`src/sv/twvm_div.sv`:
```
// ----------------------------------------------------------------------------
// twvm_div
// Restoring signed divider, one quotient bit a cycle, truncating toward zero.
// ----------------------------------------------------------------------------
module twvm_div #(
    parameter int unsigned SumWidth = 39,
    parameter int unsigned CntWidth = 7
) (
    input  logic                       clk,
    input  logic                       rst_n,
    input  logic                       start,
    input  logic signed [SumWidth-1:0] dividend,
    input  logic [CntWidth-1:0]        divisor,
    output logic                       done,
    output logic signed [SumWidth-1:0] quotient
);

    localparam int unsigned StepWidth = $clog2(SumWidth + 1);

    logic [SumWidth-1:0]  quo_reg, quo_next;
    logic [SumWidth:0]    rem_reg, rem_next;
    logic [StepWidth-1:0] step_reg, step_next;
    logic                 busy_reg, busy_next;
    logic                 neg_reg, neg_next;
    logic                 done_reg, done_next;
    logic [SumWidth:0]    trial;
    logic [SumWidth:0]    shifted;

    always_comb
    begin
        quo_next  = quo_reg;
        rem_next  = rem_reg;
        step_next = step_reg;
        busy_next = busy_reg;
        neg_next  = neg_reg;
        done_next = 1'b0;
        shifted   = {rem_reg[SumWidth-1:0], quo_reg[SumWidth-1]};
        trial     = shifted - {{(SumWidth+1-CntWidth){1'b0}}, divisor};
        if (start)
        begin
            neg_next  = dividend[SumWidth-1];
            quo_next  = dividend[SumWidth-1] ? SumWidth'(-dividend) : SumWidth'(dividend);
            rem_next  = '0;
            step_next = StepWidth'(SumWidth);
            busy_next = 1'b1;
        end
        else if (busy_reg)
        begin
            if (!trial[SumWidth])
            begin
                rem_next = trial;
                quo_next = {quo_reg[SumWidth-2:0], 1'b1};
            end
            else
            begin
                rem_next = shifted;
                quo_next = {quo_reg[SumWidth-2:0], 1'b0};
            end
            step_next = step_reg - 1'b1;
            if (step_reg == StepWidth'(1))
            begin
                busy_next = 1'b0;
                done_next = 1'b1;
            end
        end
    end

    always_ff @(posedge clk or negedge rst_n)
    begin
        if (!rst_n)
        begin
            busy_reg <= 1'b0;
            done_reg <= 1'b0;
            step_reg <= '0;
        end
        else
        begin
            busy_reg <= busy_next;
            done_reg <= done_next;
            step_reg <= step_next;
        end
    end

    always_ff @(posedge clk)
    begin
        quo_reg <= quo_next;
        rem_reg <= rem_next;
        neg_reg <= neg_next;
    end

    assign done     = done_reg;
    assign quotient = neg_reg ? -$signed(quo_reg) : $signed(quo_reg);

    a_no_restart: assert property (@(posedge clk) disable iff (!rst_n)
        busy_reg |-> !start) else $error("divider restarted while busy");
    a_done_one: assert property (@(posedge clk) disable iff (!rst_n)
        done_reg |=> !done_reg) else $error("done held");
    a_done_end: assert property (@(posedge clk) disable iff (!rst_n)
        done_reg |-> !busy_reg) else $error("done while busy");

endmodule

```
`config.mk`:
```
export PLATFORM = sky130hd
export DESIGN_NAME = twvm_div
export DESIGN_NICKNAME = d
export VERILOG_FILES = /design/src/sv/twvm_div.sv
export SDC_FILE = /design/constraint.sdc
export NUM_CORES = 1
export LEC_CHECK = 0
export ABC_AREA = 1
export BUFFER_PORTS_ARGS = -buffer_cell sky130_fd_sc_hd__clkbuf_2
export CORE_AREA = 4 4 124 126
export DETAILED_ROUTE_END_ITERATION = 10
export DIE_AREA = 0 0 128 130
export GPL_ROUTABILITY_DRIVEN = 0
export GPL_TIMING_DRIVEN = 1
export MAX_ROUTING_LAYER = met4
export PLACE_DENSITY = 0.75
export SKIP_CTS_REPAIR_TIMING = 1
export SLEW_MARGIN = 20
export SYNTH_ARGS = -nofsm -noshare
export SYNTH_HDL_FRONTEND = slang
export SYNTH_SLANG_ARGS = --single-unit
```
`constraint.sdc`:
```
create_clock -name clk -period 2.95 [get_ports clk]
set_input_delay 0.295 -clock clk [delete_from_list [all_inputs] [get_ports clk]]
set_output_delay 0.295 -clock clk [all_outputs]
set_load 0.03 [all_outputs]
```
[Word-level counts from Yosys, hierarchy flattened]
Cells that the tools add are included.
Storage, ports and cells
  logic and storage cells: 26
  bits in registers: 87
  latch bits: 0
  bits in writable memories: 0
  input bits: 49
  memories: 0
  ROM bits: 0
  output and inout bits: 40
Cells by class
  reductions and logical operators: 1
  $add $sub $neg: 4
  muxes and demuxes: 14
  divide/modulo/power cells: 0
  magnitude comparators: 0
  equality and inequality tests: 1
  shifts and indexed selects: 0
  multipliers: 0
  bitwise logic cells: 0
Operators with widths (number)
  39-bit 2-to-1 mux: 5
  39-bit negation: 2
  40-bit by 7-bit subtractor with 40-bit output: 1
  6-bit 2-to-1 mux: 2
  1-bit 2-to-1 mux: 7
  6-bit by 1-bit equality test with 1-bit output, second input constant: 1
  6-bit by 1-bit subtractor with 6-bit output, second input constant: 1
  2-bit nonzero test: 1

[Depth between registers and ports, before layout]
  depth in word-level cells: 4
  depth in mapped cells: 17
  depth with buffers taken out: 16

[Worst setup path after synthesis]
No wires, ideal clock.
  path kind: register -> output
  start: register quo_reg[0]
  end: output quotient[20]
  buffers on the path: 0
  data required time: 2655 ps
  cell stages (with the launch flop): 13
  arrival time: 2006 ps
  setup slack: 649 ps
  path through: edfxtp_1 > inv_1 > ha_1 > inv_1 > nor3_2 > inv_1 > nor2_1 > nand2_1 > nor2_1 > nand2_1 > nand2_1 > o21ai_0 > xor2_1
Between the ends
  longest elaborated chain between the ends: 2
Ends and longest elaborated chain
  from (decl): line 20  | logic [SumWidth-1:0] quo_reg, quo_next;
  from (signal assigned): line 86  | quo_reg <= quo_next;
  39-bit negation: line 92  | assign quotient = neg_reg ? -$signed(quo_reg) : $signed(quo_reg);
  39-bit 2-to-1 mux: line 92
  to (decl): line 15  | output logic signed [SumWidth-1:0] quotient
Every way passes these cells.

[Worst setup path in the final report]
Ends and elaborated chain as after synthesis.

==> impl_metrics.json <==
{
  "run_status": "complete, no violations",
  "synthSimpleGateAreaFrac": 0.432,
  "cell_internal_pwr_uw": 3990,
  "drc": 0,
  "synth-compound-area-share": 0.0863,
  "switching_share": 0.518,
  "syn_avg_cell_area_um2": 6.20,
  "detailed_place_hpwl_mm": 16.9,
  "drv_slew": 0,
  "placement.io_buffers": 88,
  "worst-setup-path-type": "register to primary output",
  "area_growth_pct": 12.1,
  "clock.fmax_mhz": 358,
  "final_layout_size_suffix_gt1_frac": 0.131,
  "overall_track_demand_over_capacity_in_global_routing": 0.278,
  "max_h_tree_level": 3,
  "netlist_area_before_placement_um2": 7750,
  "detail-route-antenna-nets": 0,
  "register_bit_total_from_synthesis": 87,
  "layout.nets": 1388,
  "tritoncts": "done",
  "synth-warning-count": 0,
  "finalSetupTns_ps": 0,
  "numClockSinks": 87,
  "holdCritPathClass": "input port to register",
  "first_global_vias": 7708,
  "num_vias": 8209,
  "insertedDiodeCount": 0,
  "critical_path_peak_fanout": 4,
  "drt_iter0_markers": 674,
  "aggregate_routed_wire_length_mm": 22.0,
  "arrival_ps": 2500,
  "timing.final.setup_violations": 0,
  "grt_antenna_before_repair": 0,
  "synth_xor_xnor_area_share": 0.0689,
  "clock_network_power_share": 0.164,
  "power.density_cell_area_nw_per_um2": 953,
  "floorplan.initialDensity": 0.542,
  "synth_mux_area_frac": 0,
  "placement_rows": 44,
  "rsz_0062_raised_after_global_routing": "no",
  "start_kind": "register",
  "cap_violations": 0,
  "final_period_minus_worst_setup_slack_ps": 2790,
  "clock_latency_ps": 360,
  "synth_top_family_by_area": "simple AND/OR/NAND/NOR gates",
  "hold_path_depth": 3,
  "report.final.hold_viol_count": 0,
  "core-area_um2": 14300,
  "register_area_um2": 2180,
  "rr_worst_depth": 16,
  "clock_input_transition_at_the_sequential_cells_of_the_worst_setup_and_hold_paths_ps": 60,
  "max_slew_headroom": 0.541,
  "final_min_period_over_clock_period": 0.947,
  "p_switching_uw": 4290,
  "yosys.area_share.adder": 0.0203,
  "placement.cell_area_um2": 8320,
  "yosys_cell_types": 48,
  "combinationalPowerShare": 0.597,
  "synthCells": 1250,
  "p_seq_frac": 0.239,
  "globalRoute.totalOverflow": 0,
  "synth_seq_area_share": 0.281,
  "worst_case_clock_buffer_depth": 2,
  "cts_root_buf": "clkbuf_16",
  "layout.filler_cells": 1424,
  "worst_ep_required_time_ps": 2650,
  "grt_max_degree": 46,
  "ioPinCount": 89,
  "floorplan.die.height_um": 130,
  "fp.dieW_um": 128,
  "crit-reg2reg-launch": "quo_reg[38]$_DFFE_PP_",
  "final_area_um2": 8690,
  "multi_input_comb_area_um2": 4720,
  "synth_enable_flop_cells": 40,
  "numCtsBuffers": 9,
  "cellLeakagePower_uw": 0.00448,
  "fin_worst_skew_ps": 5.80,
  "number_of_iterations_in_the_first_detailed_routing_pass": 5,
  "ir_drop_v": 0.000552,
  "postSynth.asyncResetShare": 0.0920,
  "worst_slew_pin_slew_ps": 682,
  "wire_per_inst_um": 14.5,
  "ys_dominant_reg_cell": "edfxtp_1",
  "fp.dieArea_um2": 16600,
  "worstHoldEndpoint": "quo_reg[0]$_DFFE_PP_",
  "critical_path.reg2reg.endpoint": "rem_reg[28]$_SDFFE_PP0P_",
  "synthesis.nets": 1311,
  "critPathCaptureType": "primary output",
  "grt_pass1_wl_mm": 36.5,
  "ff2ff_setup_slack_ps": 300,
  "hold_path_startpoint": "dividend[0]",
  "via_per_inst": 5.41
}
[synth_stat cells (4+ instances only)]
master    instances  share of area
inv_1           169          0.082
nor4_1            9         0.0073
nor2_2            7         0.0056
o21ai_0          50          0.032
nand2_4           4         0.0058
nor3_1           10         0.0065
ha_1             11          0.018
buf_6             6         0.0087
dfrtp_1           8          0.026
edfxtp_1         40           0.15
nand3b_1          4         0.0039
nand4_1          24          0.019
nand3_2           7         0.0090
dfxtp_1          39           0.10
nor2_1          158          0.076
clkbuf_1         22          0.011
xnor2_1          18          0.020
inv_2             4         0.0019
o31ai_1           6         0.0058
nand2_2          22          0.018
a31oi_1           7         0.0056
nand2_1         386           0.19
xor2_1           43          0.049
nand3_1         117          0.076
o21ai_1          11         0.0071
a21oi_1          33          0.021
[worst max path at each step]
stage	start	endpoint
global route	quo_reg[2]$_DFFE_PP_	quotient[33]
finish	quo_reg[0]$_DFFE_PP_	quotient[20]
global placement	quo_reg[38]$_DFFE_PP_	rem_reg[28]$_SDFFE_PP0P_
floorplan	quo_reg[0]$_DFFE_PP_	quotient[20]
detailed placement	quo_reg[38]$_DFFE_PP_	rem_reg[28]$_SDFFE_PP0P_
CTS	quo_reg[0]$_DFFE_PP_	quotient[20]
[worst max-delay path, stage by stage, from the launching register on]
cell,delay (ps)
edfxtp_1,390
inv_1,110
ha_1,140
inv_1,60
nor3_2,140
inv_1,70
nor2_2,130
nand2_1,130
nor2_2,170
nand2_1,90
nand2_1,120
o21ai_0,120
xor2_1,270
buf_4,210
[logic make-up after synthesis]
| family | count (synthesis) |
|---|---|
| compound gates | 121 |
| buf+inv | 210 |
| flops | 87 |
| fa+ha+maj | 12 |
| xor+xnor | 61 |
| simple gates | 759 |
[cell type report]
cell class	count	area share
multi-input cells	953	0.543
flip-flops and latches	87	0.251
inverters	174	0.0751
repair buffers	102	0.0648
well taps	184	0.0265
clock buffers	10	0.0263
clock inverters	6	0.0132
[power by group through the flow]
| stage | registers [uW] | clock network, uW | logic [uW] |
|---|---|---|---|
| final | 1980 | 1360 | 4940 |
| after global routing | 2020 | 1440 | 5610 |
| after global placement | 1990 | 0 | 4810 |
| after CTS | 1970 | 1370 | 4910 |
| after floorplan | 1880 | 0 | 4010 |
| after detailed placement | 1990 | 0 | 4870 |
[layout by cell type, fill, tap and decap left out, types with 10 or more instances in the layout]
cell / synthesis / layout
nor3_1: 10 / 10
nand4_1: 24 / 24
inv_1: 169 / 169
o21ai_1: 11 / 12
nand2_1: 386 / 386
xor2_1: 43 / 43
xnor2_1: 18 / 18
nor2_1: 158 / 155
edfxtp_1: 40 / 40
buf_4: 3 / 13
nand2_2: 22 / 22
clkbuf_2: 0 / 87
dfxtp_1: 39 / 39
ha_1: 11 / 11
o21ai_0: 50 / 49
a21oi_1: 33 / 33
nand3_1: 117 / 117
[metal layers]
layer  GRT usage  vias to the layer above  share of wire
met3      0.0360                       71          0.056
li1            -                     4155              -
met2       0.461                      283           0.48
met5           -                        -              0
met4       0.139                        0          0.041
met1       0.334                     3700           0.42
[metrics by stage]
step	setup WS [ps]	util	total power (uW)	hold slack (ps)	cells
after global placement	370	0.582	6800	160	1499
after CTS	48.5	0.606	8250	-220	1515
after global routing	4.67	0.607	9070	321	1516
after floorplan	649	-	5890	-0.591	1250
after detailed placement	358	0.582	6860	164	1499
final	156	0.607	8280	287	1516
(Power assumes the default switching activity.)
